--- config.mk ---
export PLATFORM = sky130hd
export DESIGN_NAME = group_reverse_stream_flat
export DESIGN_NICKNAME = d
export VERILOG_FILES = /design/src/rtl/grs_pkg.sv /design/src/rtl/grs_in_if.sv /design/src/rtl/grs_out_if.sv /design/src/rtl/grs_cfg_if.sv /design/src/rtl/grs_cell.sv /design/src/rtl/group_reverse_stream.sv /design/src/flat_wrapper.sv
export SDC_FILE = /design/constraint.sdc
export NUM_CORES = 1
export LEC_CHECK = 0
export ABC_AREA = 1
export BUFFER_PORTS_ARGS = -buffer_cell sky130_fd_sc_hd__buf_2
export CELL_PAD_IN_SITES_DETAIL_PLACEMENT = 1
export CELL_PAD_IN_SITES_GLOBAL_PLACEMENT = 1
export CORE_MARGIN = 2
export CORE_UTILIZATION = 44
export CTS_CLUSTER_SIZE = 30
export DETAILED_ROUTE_END_ITERATION = 7
export GPL_ROUTABILITY_DRIVEN = 1
export PLACE_DENSITY = 0.78
export SLEW_MARGIN = 15
export SYNTH_ARGS = -nofsm -noshare
export SYNTH_HDL_FRONTEND = slang
export SYNTH_HIERARCHICAL = 1
export SYNTH_SLANG_ARGS = --single-unit
--- constraint.sdc ---
create_clock -name clk_i -period 2.79 [get_ports clk_i]
set_input_delay 0.1395 -clock clk_i [delete_from_list [all_inputs] [get_ports clk_i]]
set_output_delay 0.1395 -clock clk_i [all_outputs]
set_load 0.02 [all_outputs]
--- src/rtl/grs_pkg.sv ---
// ----------------------------------------------------------------------------
// grs_pkg
// Shared types and constants for the group reverse stream block.
// ----------------------------------------------------------------------------
package grs_pkg;

  localparam int unsigned MaxGroupDef = 16;
  localparam int unsigned ValW        = 32;
  localparam int unsigned GsW         = 5;

  // Move applied by every storage cell at once.
  typedef enum logic [1:0] {
    CellHold = 2'd0,
    CellPush = 2'd1,
    CellPop  = 2'd2
  } cell_op_e;

  typedef enum logic {
    StIdle  = 1'b0,
    StDrain = 1'b1
  } state_e;

endpackage

--- src/rtl/grs_in_if.sv ---
// ----------------------------------------------------------------------------
// grs_in_if
// Input element channel: one sequence element and its final flag.
// ----------------------------------------------------------------------------
interface grs_in_if;
  logic                              valid;
  logic                              ready;
  logic signed [grs_pkg::ValW-1:0]   value;
  logic                              is_final;

  modport source (output valid, output value, output is_final, input ready);
  modport sink   (input valid, input value, input is_final, output ready);
endinterface

--- src/rtl/grs_out_if.sv ---
// ----------------------------------------------------------------------------
// grs_out_if
// Result channel: emitted element with run and sequence end markers.
// ----------------------------------------------------------------------------
interface grs_out_if;
  logic                              valid;
  logic                              ready;
  logic signed [grs_pkg::ValW-1:0]   value_res;
  logic                              run_end;
  logic                              sequence_end;

  modport source (output valid, output value_res, output run_end, output sequence_end,
                  input ready);
  modport sink   (input valid, input value_res, input run_end, input sequence_end,
                  output ready);
endinterface

--- src/rtl/grs_cfg_if.sv ---
// ----------------------------------------------------------------------------
// grs_cfg_if
// Configuration write channel carrying the group size.
// ----------------------------------------------------------------------------
interface grs_cfg_if;
  logic                      valid;
  logic                      ready;
  logic [grs_pkg::GsW-1:0]   group_size;

  modport source (output valid, output group_size, input ready);
  modport sink   (input valid, input group_size, output ready);
endinterface

--- src/rtl/grs_cell.sv ---
// ----------------------------------------------------------------------------
// grs_cell
// One storage cell of the group buffer chain. A push takes the left
// neighbor's word, a pop takes the right neighbor's word.
// ----------------------------------------------------------------------------
module grs_cell (
  input  logic                            clk_i,
  input  grs_pkg::cell_op_e               op_i,
  input  logic signed [grs_pkg::ValW-1:0] left_i,
  input  logic signed [grs_pkg::ValW-1:0] right_i,
  output logic signed [grs_pkg::ValW-1:0] data_o
);

  logic signed [grs_pkg::ValW-1:0] data_d, data_q;

  always_comb begin
    case (op_i)
      grs_pkg::CellPush: data_d = left_i;
      grs_pkg::CellPop:  data_d = right_i;
      default:           data_d = data_q;
    endcase
  end

  always_ff @(posedge clk_i) begin
    data_q <= data_d;
  end

  assign data_o = data_q;

endmodule

--- src/rtl/group_reverse_stream.sv ---
// ----------------------------------------------------------------------------
// group_reverse_stream
// Reverses a stream of signed 32-bit values in groups of a configured size;
// a trailing partial group leaves in its original order.
// ----------------------------------------------------------------------------
//  Channel  | Direction | Payload
//  ---------+-----------+--------------------------------------------
//  cfg_i    | in        | group_size (5 b, clamped to 1..MAX_GROUP)
//  in_i     | in        | value (32 b signed), is_final
//  out_o    | out       | value_res (32 b signed), run_end, sequence_end
//
//  Elements are taken one per cycle while idle, each pushed, the one that
//  closes a group too, into cell zero of the chain, older words moving one cell along.
//  A group of n elements then drains one result per cycle, while the output
//  accepts, into the output register; the input is held off during that drain.
//  Reversed groups pop the chain toward cell zero; a partial final group is
//  read oldest first by index. Reset clears control state only.
//  A stalled output holds the drain in place; nothing is dropped.
// ----------------------------------------------------------------------------
module group_reverse_stream #(
  parameter int unsigned MAX_GROUP = grs_pkg::MaxGroupDef
) (
  input  logic       clk_i,
  input  logic       rst_ni,
  grs_cfg_if.sink    cfg_i,
  grs_in_if.sink     in_i,
  grs_out_if.source  out_o
);

  localparam int unsigned CntW = $clog2(MAX_GROUP + 1);
  localparam int unsigned IdxW = (MAX_GROUP > 1) ? $clog2(MAX_GROUP) : 1;

  grs_pkg::state_e   state_d, state_q;
  grs_pkg::cell_op_e cell_op;

  logic [CntW-1:0]          fill_d, fill_q;
  logic [CntW-1:0]          rem_d, rem_q;
  logic [CntW-1:0]          fill_next;
  logic                     rev_d, rev_q;
  logic                     fin_d, fin_q;
  logic [grs_pkg::GsW-1:0]  gs_d, gs_q;

  logic                     in_acc;
  logic                     emit;
  logic                     group_full;
  logic [IdxW-1:0]          sel_idx;

  logic                              out_valid_d, out_valid_q;
  logic signed [grs_pkg::ValW-1:0]   out_val_d, out_val_q;
  logic                              out_run_d, out_run_q;
  logic                              out_seq_d, out_seq_q;

  logic signed [grs_pkg::ValW-1:0] cell_data [MAX_GROUP];

  // Cell chain.
  for (genvar j = 0; j < MAX_GROUP; j++) begin : g_cell
    logic signed [grs_pkg::ValW-1:0] left_w, right_w;
    if (j == 0) begin : g_first
      assign left_w = in_i.value;
    end else begin : g_mid_l
      assign left_w = cell_data[j-1];
    end
    if (j == MAX_GROUP - 1) begin : g_last
      assign right_w = cell_data[j];
    end else begin : g_mid_r
      assign right_w = cell_data[j+1];
    end
    grs_cell u_cell (
      .clk_i   (clk_i),
      .op_i    (cell_op),
      .left_i  (left_w),
      .right_i (right_w),
      .data_o  (cell_data[j])
    );
  end

  // Configuration: zero becomes one, oversize becomes MAX_GROUP.
  assign cfg_i.ready = 1'b1;

  always_comb begin
    gs_d = gs_q;
    if (cfg_i.valid) begin
      if (cfg_i.group_size == '0) begin
        gs_d = grs_pkg::GsW'(1);
      end else if (32'(cfg_i.group_size) > 32'(MAX_GROUP)) begin
        gs_d = grs_pkg::GsW'(MAX_GROUP);
      end else begin
        gs_d = cfg_i.group_size;
      end
    end
  end

  assign in_i.ready = (state_q == grs_pkg::StIdle);
  assign in_acc     = in_i.valid && in_i.ready;
  assign fill_next  = fill_q + CntW'(1);
  assign group_full = 32'(fill_next) >= 32'(gs_q);
  assign emit       = (state_q == grs_pkg::StDrain) && (!out_valid_q || out_o.ready);
  assign sel_idx    = IdxW'(rem_q - CntW'(1));

  // Next state.
  always_comb begin
    state_d = state_q;
    unique case (state_q)
      grs_pkg::StIdle: begin
        if (in_acc && (group_full || in_i.is_final)) begin
          state_d = grs_pkg::StDrain;
        end
      end
      grs_pkg::StDrain: begin
        if (emit && rem_q == CntW'(1)) begin
          state_d = grs_pkg::StIdle;
        end
      end
      default: state_d = grs_pkg::StIdle;
    endcase
  end

  // Outputs and datapath control.
  always_comb begin
    cell_op     = grs_pkg::CellHold;
    fill_d      = fill_q;
    rem_d       = rem_q;
    rev_d       = rev_q;
    fin_d       = fin_q;
    out_valid_d = out_valid_q && !out_o.ready;
    out_val_d   = out_val_q;
    out_run_d   = out_run_q;
    out_seq_d   = out_seq_q;
    unique case (state_q)
      grs_pkg::StIdle: begin
        if (in_acc) begin
          cell_op = grs_pkg::CellPush;
          if (group_full || in_i.is_final) begin
            fill_d = '0;
            rem_d  = fill_next;
            rev_d  = group_full;
            fin_d  = in_i.is_final;
          end else begin
            fill_d = fill_next;
          end
        end
      end
      grs_pkg::StDrain: begin
        if (emit) begin
          // Newest word sits in cell zero, oldest at the cell of index rem - 1.
          out_valid_d = 1'b1;
          out_val_d   = rev_q ? cell_data[0] : cell_data[sel_idx];
          out_run_d   = (rem_q == CntW'(1));
          out_seq_d   = (rem_q == CntW'(1)) && fin_q;
          rem_d       = rem_q - CntW'(1);
          if (rev_q) begin
            cell_op = grs_pkg::CellPop;
          end
        end
      end
      default: ;
    endcase
  end

  always_ff @(posedge clk_i or negedge rst_ni) begin
    if (!rst_ni) begin
      state_q     <= grs_pkg::StIdle;
      fill_q      <= '0;
      rem_q       <= '0;
      rev_q       <= 1'b0;
      fin_q       <= 1'b0;
      gs_q        <= grs_pkg::GsW'(1);
      out_valid_q <= 1'b0;
    end else begin
      state_q     <= state_d;
      fill_q      <= fill_d;
      rem_q       <= rem_d;
      rev_q       <= rev_d;
      fin_q       <= fin_d;
      gs_q        <= gs_d;
      out_valid_q <= out_valid_d;
    end
  end

  always_ff @(posedge clk_i) begin
    out_val_q <= out_val_d;
    out_run_q <= out_run_d;
    out_seq_q <= out_seq_d;
  end

  assign out_o.valid        = out_valid_q;
  assign out_o.value_res    = out_val_q;
  assign out_o.run_end      = out_run_q;
  assign out_o.sequence_end = out_seq_q;

  // Assertions.
  a_drain_start : assert property (@(posedge clk_i) disable iff (!rst_ni)
    (in_acc && (group_full || in_i.is_final)) |=> (state_q == grs_pkg::StDrain))
    else $error("completed group did not start draining");

  a_drain_count : assert property (@(posedge clk_i) disable iff (!rst_ni)
    (state_q == grs_pkg::StDrain) |-> (rem_q != '0))
    else $error("drain running with nothing left");

  a_seq_run : assert property (@(posedge clk_i) disable iff (!rst_ni)
    (out_valid_q && out_seq_q) |-> out_run_q)
    else $error("sequence end without run end");

  // A lowered group size may leave the fill at or above it until the next
  // element arrives, so only the chain length bounds the fill here.
  a_fill_bound : assert property (@(posedge clk_i) disable iff (!rst_ni)
    (state_q == grs_pkg::StIdle) |-> (32'(fill_q) < 32'(MAX_GROUP)))
    else $error("buffer fill reached chain length while idle");

endmodule
--- src/flat_wrapper.sv ---
// flat-port wrapper written by rule: the top's interface ports become plain ports
module group_reverse_stream_flat 
#(
  parameter int unsigned MAX_GROUP = grs_pkg::MaxGroupDef
)
  (clk_i, rst_ni, cfg_i_valid, cfg_i_group_size, cfg_i_ready, in_i_valid, in_i_value, in_i_is_final, in_i_ready, out_o_valid, out_o_value_res, out_o_run_end, out_o_sequence_end, out_o_ready);
  grs_cfg_if cfg_i_i ();
  grs_in_if in_i_i ();
  grs_out_if out_o_i ();
  input  logic clk_i;
  input  logic rst_ni;
  input wire logic [$bits(cfg_i_i.valid)-1:0] cfg_i_valid;
  input wire logic [$bits(cfg_i_i.group_size)-1:0] cfg_i_group_size;
  output wire logic [$bits(cfg_i_i.ready)-1:0] cfg_i_ready;
  input wire logic [$bits(in_i_i.valid)-1:0] in_i_valid;
  input wire logic [$bits(in_i_i.value)-1:0] in_i_value;
  input wire logic [$bits(in_i_i.is_final)-1:0] in_i_is_final;
  output wire logic [$bits(in_i_i.ready)-1:0] in_i_ready;
  output wire logic [$bits(out_o_i.valid)-1:0] out_o_valid;
  output wire logic [$bits(out_o_i.value_res)-1:0] out_o_value_res;
  output wire logic [$bits(out_o_i.run_end)-1:0] out_o_run_end;
  output wire logic [$bits(out_o_i.sequence_end)-1:0] out_o_sequence_end;
  input wire logic [$bits(out_o_i.ready)-1:0] out_o_ready;
  assign cfg_i_i.valid = cfg_i_valid;
  assign cfg_i_i.group_size = cfg_i_group_size;
  assign cfg_i_ready = cfg_i_i.ready;
  assign in_i_i.valid = in_i_valid;
  assign in_i_i.value = in_i_value;
  assign in_i_i.is_final = in_i_is_final;
  assign in_i_ready = in_i_i.ready;
  assign out_o_valid = out_o_i.valid;
  assign out_o_value_res = out_o_i.value_res;
  assign out_o_run_end = out_o_i.run_end;
  assign out_o_sequence_end = out_o_i.sequence_end;
  assign out_o_i.ready = out_o_ready;
  group_reverse_stream #(.MAX_GROUP(MAX_GROUP)) u_core (.clk_i(clk_i), .rst_ni(rst_ni), .cfg_i(cfg_i_i), .in_i(in_i_i), .out_o(out_o_i));
endmodule
* Yosys cells after proc, flatten, opt, wreduce, memory -nomap -nowiden
Cells that the tools add are included.
** Storage, ports and cells
- Word-level logic and storage cells :: 90
- Output and inout port bits :: 37
- Input bits :: 43
- Register bits after elaboration :: 565
** Operators by class
- $lt $le $gt $ge :: 3
- Reductions and logical operators :: 16
- Add/sub/neg operators :: 2
- Bitwise logic cells :: 2
- Equal/unequal tests :: 6
- Mux-type cells :: 35
** Operator list (count)
- $pmux W32 S2 :: 15
- $bmux W32 S4 :: 1
- $mux W32 :: 3
- $mux W5 :: 6
- $pmux W5 S2 :: 1
- $logic_and A1 B1 Y1 :: 6
- $ne A2 B2 Y1 const B :: 3
- $reduce_and A3 Y1 :: 2
- $add A5 B1 Y5 const B :: 1
- $eq A5 B1 Y1 const B :: 1
- $ge A5 B5 Y1 :: 1
- $ge A5 B5 Y1 const B :: 1
- $gt A5 B5 Y1 const B :: 1
- $logic_not A5 Y1 :: 1
- $mux W1 :: 5
- $not A4 Y5 :: 1
- $sub A5 B1 Y5 const B :: 1
- $mux W2 :: 2
- $pmux W2 S2 :: 1
- $reduce_and A2 Y1 :: 2
- $eq A2 B1 Y1 const B :: 1
- $eq A2 B2 Y1 const B :: 1
- $logic_not A1 Y1 :: 2
- $logic_or A1 B1 Y1 :: 2
- other kinds (3) :: 3

* Longest topological paths before layout
Gate-level depths: netlist of the first run.
- Depth in word-level cells :: 7
- Gate-level depth with buffers :: 16
- Gate-level depth less buffers :: 13

* Hierarchy
The synthesis of the first run kept the hierarchy.
** Modules (own cells, without submodules)
- grs_cell :: times used 16, area an instance 1472.7 sq um, cells each 139, sequential area each 960.9 sq um
- group_reverse_stream :: times used 1, area an instance 7557.2 sq um, cells each 1445, sequential area each 1497.7 sq um

* Least setup slack after synthesis of the first run
Ideal clock, no wire load.
- Path type :: flip-flop to flip-flop
- From :: register u_core.rev_q
- To :: register u_core.g_cell[0].u_cell.data_q, in the netlist u_core/g_cell[0].u_cell/data_o[0], enable pin
- Required time :: 2.403 ns
- Buffers on the path :: 2
- Stages on the path, launching flop included :: 7
- Data arrival time :: 2.445 ns
- Clock period less this slack :: 2.832 ns
- Slack :: -0.042 ns
- Cell sequence :: dfrtp_1 > clkbuf_1 > inv_1 > buf_1 > nor2_1 > ha_1 > inv_1
** On the way
- Word-level cells in the longest chain between the ends :: 5
- Elaborated cells between the ends (all ways) :: 6
** Ends and longest elaborated chain
- start, declared :: line group_reverse_stream.sv:39 : logic rev_d, rev_q;
- start signal, assigned :: line group_reverse_stream.sv:173 : rev_q <= rev_d;
- $mux W2 (*) :: line group_reverse_stream.sv:151 : if (rev_q) begin
- $mux W2 (*) :: line group_reverse_stream.sv:144 : if (emit) begin
- $pmux W2 S2 (*) :: line group_reverse_stream.sv:129 : unique case (state_q)
- via u_core.cell_op[1] :: line group_reverse_stream.sv:34 : grs_pkg::cell_op_e cell_op;
- $eq A2 B2 Y1 / $eq A2 B1 Y1 (equally long branches) :: line grs_cell.sv:17 : case (op_i)
- $reduce_bool A2 Y1 (no line) (*)
- end signal, assigned :: line grs_cell.sv:25 : data_q <= data_d;
- end, declared :: line grs_cell.sv:14 : logic signed [grs_pkg::ValW-1:0] data_d, data_q;
The timed path passes the listed nets; every way through them passes the cells marked *.
A chain may end at the register's enable or synchronous reset.

* Worst setup path in the final report of the first run
- From :: register u_core.fill_q[0]
- To :: register u_core.fin_q
** On the way
- Word-level cells in the longest chain between the ends :: 4
** Ends and longest elaborated chain
- start, declared :: line group_reverse_stream.sv:36 : logic [CntW-1:0] fill_d, fill_q;
- start signal, assigned :: line group_reverse_stream.sv:171 : fill_q <= fill_d;
- $add A5 B1 Y5 :: line group_reverse_stream.sv:95 : assign fill_next = fill_q + CntW'(1);
- $ge A5 B5 Y1 :: line group_reverse_stream.sv:96 : assign group_full = 32'(fill_next) >= 32'(gs_q);
- $logic_or A1 B1 Y1 :: line group_reverse_stream.sv:133 : if (group_full || in_i.is_final) begin
- $reduce_and A3 Y1 (no line)
- end signal, assigned :: line group_reverse_stream.sv:174 : fin_q <= fin_d;
- end, declared :: line group_reverse_stream.sv:40 : logic fin_d, fin_q;
Every way passes these cells.

==> flow_summary.json, run 1 <==
{
  "yosysMostFrequentCell": "nand2_1",
  "hpwlAfterDp_mm": 60.08,
  "cap_viol_max_count": 0,
  "syn_nets": 3736,
  "synth-main-ff-cell": "edfxtp_1",
  "max_freq_ghz": 0.3808,
  "dr.pass1.iters": 5,
  "dp.cells": 4519,
  "cts-root-buf": "clkbuf_16",
  "arrival_ns": 3.14,
  "ff2ff_path_depth": 13,
  "hold-path-cell-count": 4,
  "ctsHtreeMaxLevel": 2,
  "grt_max_degree": 159,
  "maxSlewViolCount": 0,
  "cp-end-kind": "flop",
  "die_h_um": 269.9,
  "cts-buffers-inserted": 60,
  "core.rowCount": 97,
  "r2r-start": "u_core/fill_q[0]",
  "cp-endpoint": "u_core/fin_q",
  "syn_inst": 3669,
  "finalSetupViolations": 0,
  "port_buffers": 78,
  "drt_iter0_markers": 1685,
  "drive_gt1_frac": 0.1150,
  "p_sw_frac": 0.4547,
  "drc": 0,
  "synth_top_cells_by_area": "edfxtp_1 (53%), nand2_1 (26%), nand3_1 (6.4%)",
  "overflow": 0,
  "antenna_left": 0,
  "fin_util": 0.4824,
  "slew_headroom": 0.3625,
  "power_switching_uw": 22040,
  "clkPwrFrac": 0.164,
  "antenna_found_initial": 0,
  "vias": 25405,
  "dieWidth_um": 269.9,
  "dieArea_um2": 72870,
  "async_flop_share": 0.03363,
  "p_comb_frac": 0.452,
  "synth_edf_count": 546,
  "powerDensity_nw_per_um2": 1435,
  "hold_path.class": "primary input to flop",
  "run_status": "finished clean",
  "ys_warn_count": 6,
  "cts_tree": "done",
  "critPathRequiredTime_ns": 3.31,
  "core_area_um2": 70030,
  "grt_pass1_vias": 27627,
  "period_share": 0.9412,
  "ys_ff_latch": 565,
  "cp-start-kind": "flop",
  "hold_viol_final": 0,
  "wl_per_cell_um": 19.35,
  "clock_path_buffers": 3,
  "clk-insertion-delay-late_ns": 0.64,
  "routed_wl_mm": 90.52,
  "worst_slew_pin_slew_ns": 0.9563,
  "synth_top_area_share": 0.5269,
  "peakVddDrop_mv": 1.057,
  "routed_via_density": 5.430,
  "synthesis.area_um2": 31120,
  "ys_seq_area_frac": 0.5422,
  "p_int_uw": 26430,
  "period_minus_slack_ns": 2.626,
  "hold_slack_ns": 0.3053,
  "p_leak_uw": 0.01494,
  "numClockSinks": 565,
  "grt_use_total": 0.2496,
  "finalNonFillerCells": 4679,
  "ff2ff_setup_slack_ns": 0.16,
  "cp_max_fo": 6,
  "ys_top_cells_by_count": "nand2_1 (2,192), edfxtp_1 (546), nand3_1 (396)",
  "rsz0062_at_grt": "false",
  "initial_core_util": 0.4444,
  "synth.distinct_cells": 29,
  "startpoint": "u_core/fill_q[0]",
  "syn_area_per_cell_um2": 8.482,
  "finalClockSkew_ns": 0.01103,
  "r2r-end": "u_core/fin_q",
  "synth_area_leader_cell": "edfxtp_1",
  "grt_pass1_wl_mm": 147.8,
  "pwr-share-seq": 0.383,
  "nets": 3756,
  "area.growth.synth_to_final_pct": 8.560,
  "fin_tns_setup_ns": 0,
  "io_pins": 80,
  "place_congestion": 0.7907,
  "path_class": "flop to flop",
  "clk_pin_slew_worst_paths_ns": 0.06,
  "num_antenna_cells": 0
}
[cells by family after synthesis]
family,count (synthesis),share of synthesized area
other,1,0.0001205
adders and majority gates,24,0.009649
AOI/OAI and AO/OA,16,0.002734
and+or+nand+nor,2757,0.3618
buffers and inverters,301,0.08154
DFF,565,0.5422
xor gates and xnor gates,5,0.002011
[power by group through the flow]
stage          registers, µW  clock network [µW]  logic [µW]
2_1_floorplan          17800                   0       15600
3_3_place_gp           18800                   0       20700
3_5_place_dp           18700                   0       21700
4_1_cts                18600                8090       22000
5_1_grt                19100                8410       24500
6_report               18600                7960       21900
[layer usage]
metal,share of wire,wire length [µm],track usage
met4,0.032,2854,0.08626
met2,0.52,47370,0.4566
met1,0.42,37720,0.3069
met5,0,0,0
met3,0.029,2580,0.02285
[layout by cell type (no fill, tap or decap)]
cell type / n
edfxtp_1: 546
inv_2: 3
buf_4: 29
inv_4: 1
xor2_4: 1
dfstp_2: 1
nand4_1: 1
nand2_2: 164
xor2_1: 2
clkinvlp_4: 17
dfrtp_2: 1
clkbuf_1: 7
conb_1: 1
nand3_1: 396
clkinv_2: 19
xor2_2: 1
clkbuf_16: 61
o22ai_1: 3
clkinv_1: 17
bufinv_16: 5
ha_4: 1
inv_1: 40
nand2_1: 2190
inv_8: 17
a21oi_1: 2
inv_6: 2
nand3_2: 1
o21ai_0: 10
dfrtp_4: 1
nor2_1: 5
dlygate4sd3_1: 48
buf_2: 78
ha_1: 23
buf_12: 27
dfrtp_1: 16
xnor2_1: 1
a31oi_1: 1
[sequential cells by signal, indices dropped and copies added, names as in the netlist]
signal                       count
u_core/g_cell.u_cell/data_o    512
u_core/gs_q                      5
u_core/out_o.valid               1
u_core/fin_q                     1
u_core/fill_q                    5
u_core/out_o.sequence_end        1
u_core/out_o.value_res          32
u_core/out_o.run_end             1
u_core/rem_q                     5
u_core/state_q                   1
u_core/rev_q                     1
[worst max-delay path: stages (launching register included)]
cell and delay [ns]:
dfrtp_2 0.44, ha_1 0.24, nand3_1 0.13, xor2_2 0.19, inv_1 0.06, ha_1 0.30
nand2_1 0.07, nor2_1 0.10, nand2_1 0.07, nand3_1 0.10, nand2_1 0.09, nand2_1 0.07
o21ai_0 0.08, dlygate4sd3_1 0.56
[through the flow]
stage                     area, µm²  power, µW  setup slack (ns)
after detailed placement      31410      40460            0.4059
after global routing          33780      52000           0.01070
final                         33780      48470            0.1640
after floorplan               31180      33340            0.2363
after CTS                     33770      48750            0.1778
after global placement        31410      39540            0.4363
[worst min-delay path by stage]
stage	slack, ns	startpoint	to
after floorplan	-0.16	rst_ni	u_core/fill_q[0]
after global placement	0.11	rst_ni	u_core/fin_q
after detailed placement	0.11	rst_ni	u_core/fin_q
after CTS	0.27	cfg_i_group_size[4]	u_core/gs_q[4]
after global routing	0.31	in_i_value[11]	u_core/g_cell[0].u_cell/data_o[11]
final	0.31	in_i_value[1]	u_core/g_cell[0].u_cell/data_o[1]
[repair_timing]
action / in CTS / in global routing
hold endpoints to repair: 64 / 0
gates resized for setup: 0 / 2
hold buffers: 48 / 0
endpoints found under the setup margin: 0 / 1
buffers inserted: 0 / 0
[layout make-up]
cell class              count  area (µm²)
flip-flops and latches    565       16880
fillers                  8473       36240
inverters                  77       479.2
repair buffers            182        1629
clock buffers              68        1553
multi-input cells        2803       11740
clock inverters            44       334.1
well taps                 940        1176
No activity file was read; power rests on OpenSTA's default activity.
==> inputs of run 2 (changes only) <==
--- a/config.mk
+++ b/config.mk
@@ -9,6 +9,7 @@
 export BUFFER_PORTS_ARGS = -buffer_cell sky130_fd_sc_hd__buf_2
 export CELL_PAD_IN_SITES_DETAIL_PLACEMENT = 1
 export CELL_PAD_IN_SITES_GLOBAL_PLACEMENT = 1
+export CORE_ASPECT_RATIO = 0.75
 export CORE_MARGIN = 2
 export CORE_UTILIZATION = 44
 export CTS_CLUSTER_SIZE = 30
==> run 2 against run 1 <==
- flip-flop and latch count did not move
- via count increased by 0.62%
- register-to-register slack hardly changed
- worst hold slack improved by 0.0012 ns
- highest routed layer unchanged
- combinational power barely moved
- critical endpoint unchanged
==> flow_summary.json, run 2 (synthesis gave the netlist of run 1 again) <==
{
  "r2r-start": "u_core/fill_q[1]",
  "drt_iter0_markers": 1849,
  "peakVddDrop_mv": 1.205,
  "fin_tns_setup_ns": 0,
  "clk-insertion-delay-late_ns": 0.65,
  "nets": 3752,
  "crit_chain": "ha_1 -> nand3_1 -> xor2_2 -> inv_1 -> ha_1 -> nand2_1 -> nor2_1 -> nand2_1 -> nand3_1 -> nand2_1 -> nand2_1 -> o21ai_0 -> dlygate4sd3_1",
  "hp-start": "in_i_value[26]",
  "run_status": "finished clean",
  "powerDensity_nw_per_um2": 1424,
  "grt_pass1_wl_mm": 145.5,
  "mostFrequentLayoutCells": "nand2_1 (2,190), edfxtp_1 (546), nand3_1 (396)",
  "clock_path_buffers": 3,
  "arrival_ns": 3.13,
  "port_buffers": 78,
  "dp_slack_ns": 0.3230,
  "antenna_left": 0,
  "dieWidth_um": 311.1,
  "overflow": 0,
  "p_leak_uw": 0.01483,
  "cts_tree": "done",
  "critPathRequiredTime_ns": 3.30,
  "core.rowCount": 84,
  "path_class": "flop to flop",
  "final_common_cell": "nand2_1",
  "cp-start-kind": "flop",
  "period_share": 0.9363,
  "period_minus_slack_ns": 2.612,
  "cp_max_fo": 3,
  "rsz0062_at_grt": "false",
  "largest_reg_flops": 512,
  "maxSlewViolCount": 0,
  "ctsHtreeMaxLevel": 2,
  "initial_core_util": 0.4446,
  "die_h_um": 234.3,
  "drc": 0,
  "worst_path_most_repeated_cell": "nand2_1",
  "hold_viol_final": 0,
  "max_stage_delay_ns": 0.55,
  "wl_per_cell_um": 19.29,
  "worst_slew_pin_slew_ns": 1.035,
  "max_freq_ghz": 0.3828,
  "num_antenna_cells": 0,
  "clk_pin_slew_worst_paths_ns": 0.06,
  "critPathTopFamily": "simple AND/OR/NAND/NOR gates",
  "startpoint": "u_core/fill_q[1]",
  "dr.pass1.iters": 5,
  "place_congestion": 0.8047,
  "grt_max_degree": 193,
  "vias": 25563,
  "finalClockSkew_ns": 0.01734,
  "finalSetupViolations": 0,
  "slowest_stage": "dlygate4sd3_1",
  "routed_wl_mm": 90.24,
  "numClockSinks": 565,
  "routed_via_density": 5.463,
  "grt_use_total": 0.2465,
  "dieArea_um2": 72890,
  "hold_path.class": "primary input to flop",
  "cap_viol_max_count": 0,
  "cp-end-kind": "flop",
  "area.growth.synth_to_final_pct": 7.965,
  "cts-buffers-inserted": 58,
  "hpwlAfterDp_mm": 58.96,
  "cp_num_buf_inv": 2,
  "fin_ws_ns": 0.1777,
  "antenna_found_initial": 0,
  "core_area_um2": 70000,
  "slew_headroom": 0.3097,
  "io_pins": 80,
  "cts-root-buf": "clkbuf_16",
  "drive_gt1_frac": 0.1109,
  "grt_pass1_vias": 27191
}
==> run 2: changes by cell type in the layout (fill, tap and decap cells not counted), sizes merged <==
cell    delta
bufinv     -4
inv        -2
clkbuf    +14
clkinv    -12
buf        -2
==> run 2: report_power, final <==
part	switching, µW	total (µW)	leakage (µW)	internal (µW)
Clock	3430	7510	0.000854	4070
Sequential	3080	18500	0.00538	15400
Combinational	15400	21900	0.00859	6520
Total	21900	47900	0.0148	26000
==> run 2: final timing paths <==
check	endpoint	slack, ns	cells past startpoint
max reg2reg	u_core/fin_q	0.18	13
min	u_core/g_cell[0].u_cell/data_o[26]	0.31	4
min reg2reg	u_core/gs_q[0]	0.50	2
max in group asynchronous	u_core/rem_q[0]	0.86	4
min in group asynchronous	u_core/gs_q[0]	0.55	3
max	u_core/fin_q	0.18	13
==> run 2: worst reg2reg max path, stage by stage, from the launching register on <==
cell and delay [ns]:
dfrtp_1 0.39, ha_1 0.22, nand3_1 0.14, xor2_2 0.22, inv_1 0.06, ha_1 0.29, nand2_1 0.08, nor2_1 0.12
nand2_1 0.10, nand3_1 0.09, nand2_1 0.10, nand2_1 0.07, o21ai_0 0.06, dlygate4sd3_1 0.55
==> run 2: timing repair <==
| item | 4_1_cts | 5_1_grt |
|---|---|---|
| gates resized for setup | 0 | 2 |
| hold buffers | 48 | 0 |
| endpoints found under the setup margin | 0 | 1 |
| endpoints found under the hold margin | 64 | 0 |
| setup buffers | 0 | 3 |
==> run 2: per-layer routing <==
metal  vias to the layer above  part of all wire  global-route usage
li1                      11831                 -                   -
met1                     13005              0.44              0.3269
met2                       588              0.49              0.4281
met3                       139             0.042             0.02830
met4                         0             0.024             0.07126
met5                         -                 0                   0
==> run 2: layout make-up <==
type,instances,area (µm²)
inverter,77,479.2
multi-input combinational,2803,11740
timing repair buffer,180,1577
clock inverter,26,141.4
clock buffer,82,1605
sequential,565,16880
tap,946,1184
fill,8453,36400
==> run 2: per-stage QoR <==
| stage | total power [µW] | util | std cells | instance area, µm² | hold slack (ns) |
|---|---|---|---|---|---|
| after floorplan | 33340 | - | 3669 | 31180 | -0.1561 |
| after global placement | 39250 | 0.4477 | 4520 | 31340 | 0.1100 |
| after detailed placement | 40310 | 0.4477 | 4520 | 31340 | 0.1098 |
| after CTS | 48110 | 0.4796 | 4676 | 33570 | 0.2682 |
| after global routing | 51310 | 0.4800 | 4679 | 33600 | 0.3106 |
| final | 47860 | 0.4800 | 4679 | 33600 | 0.3066 |
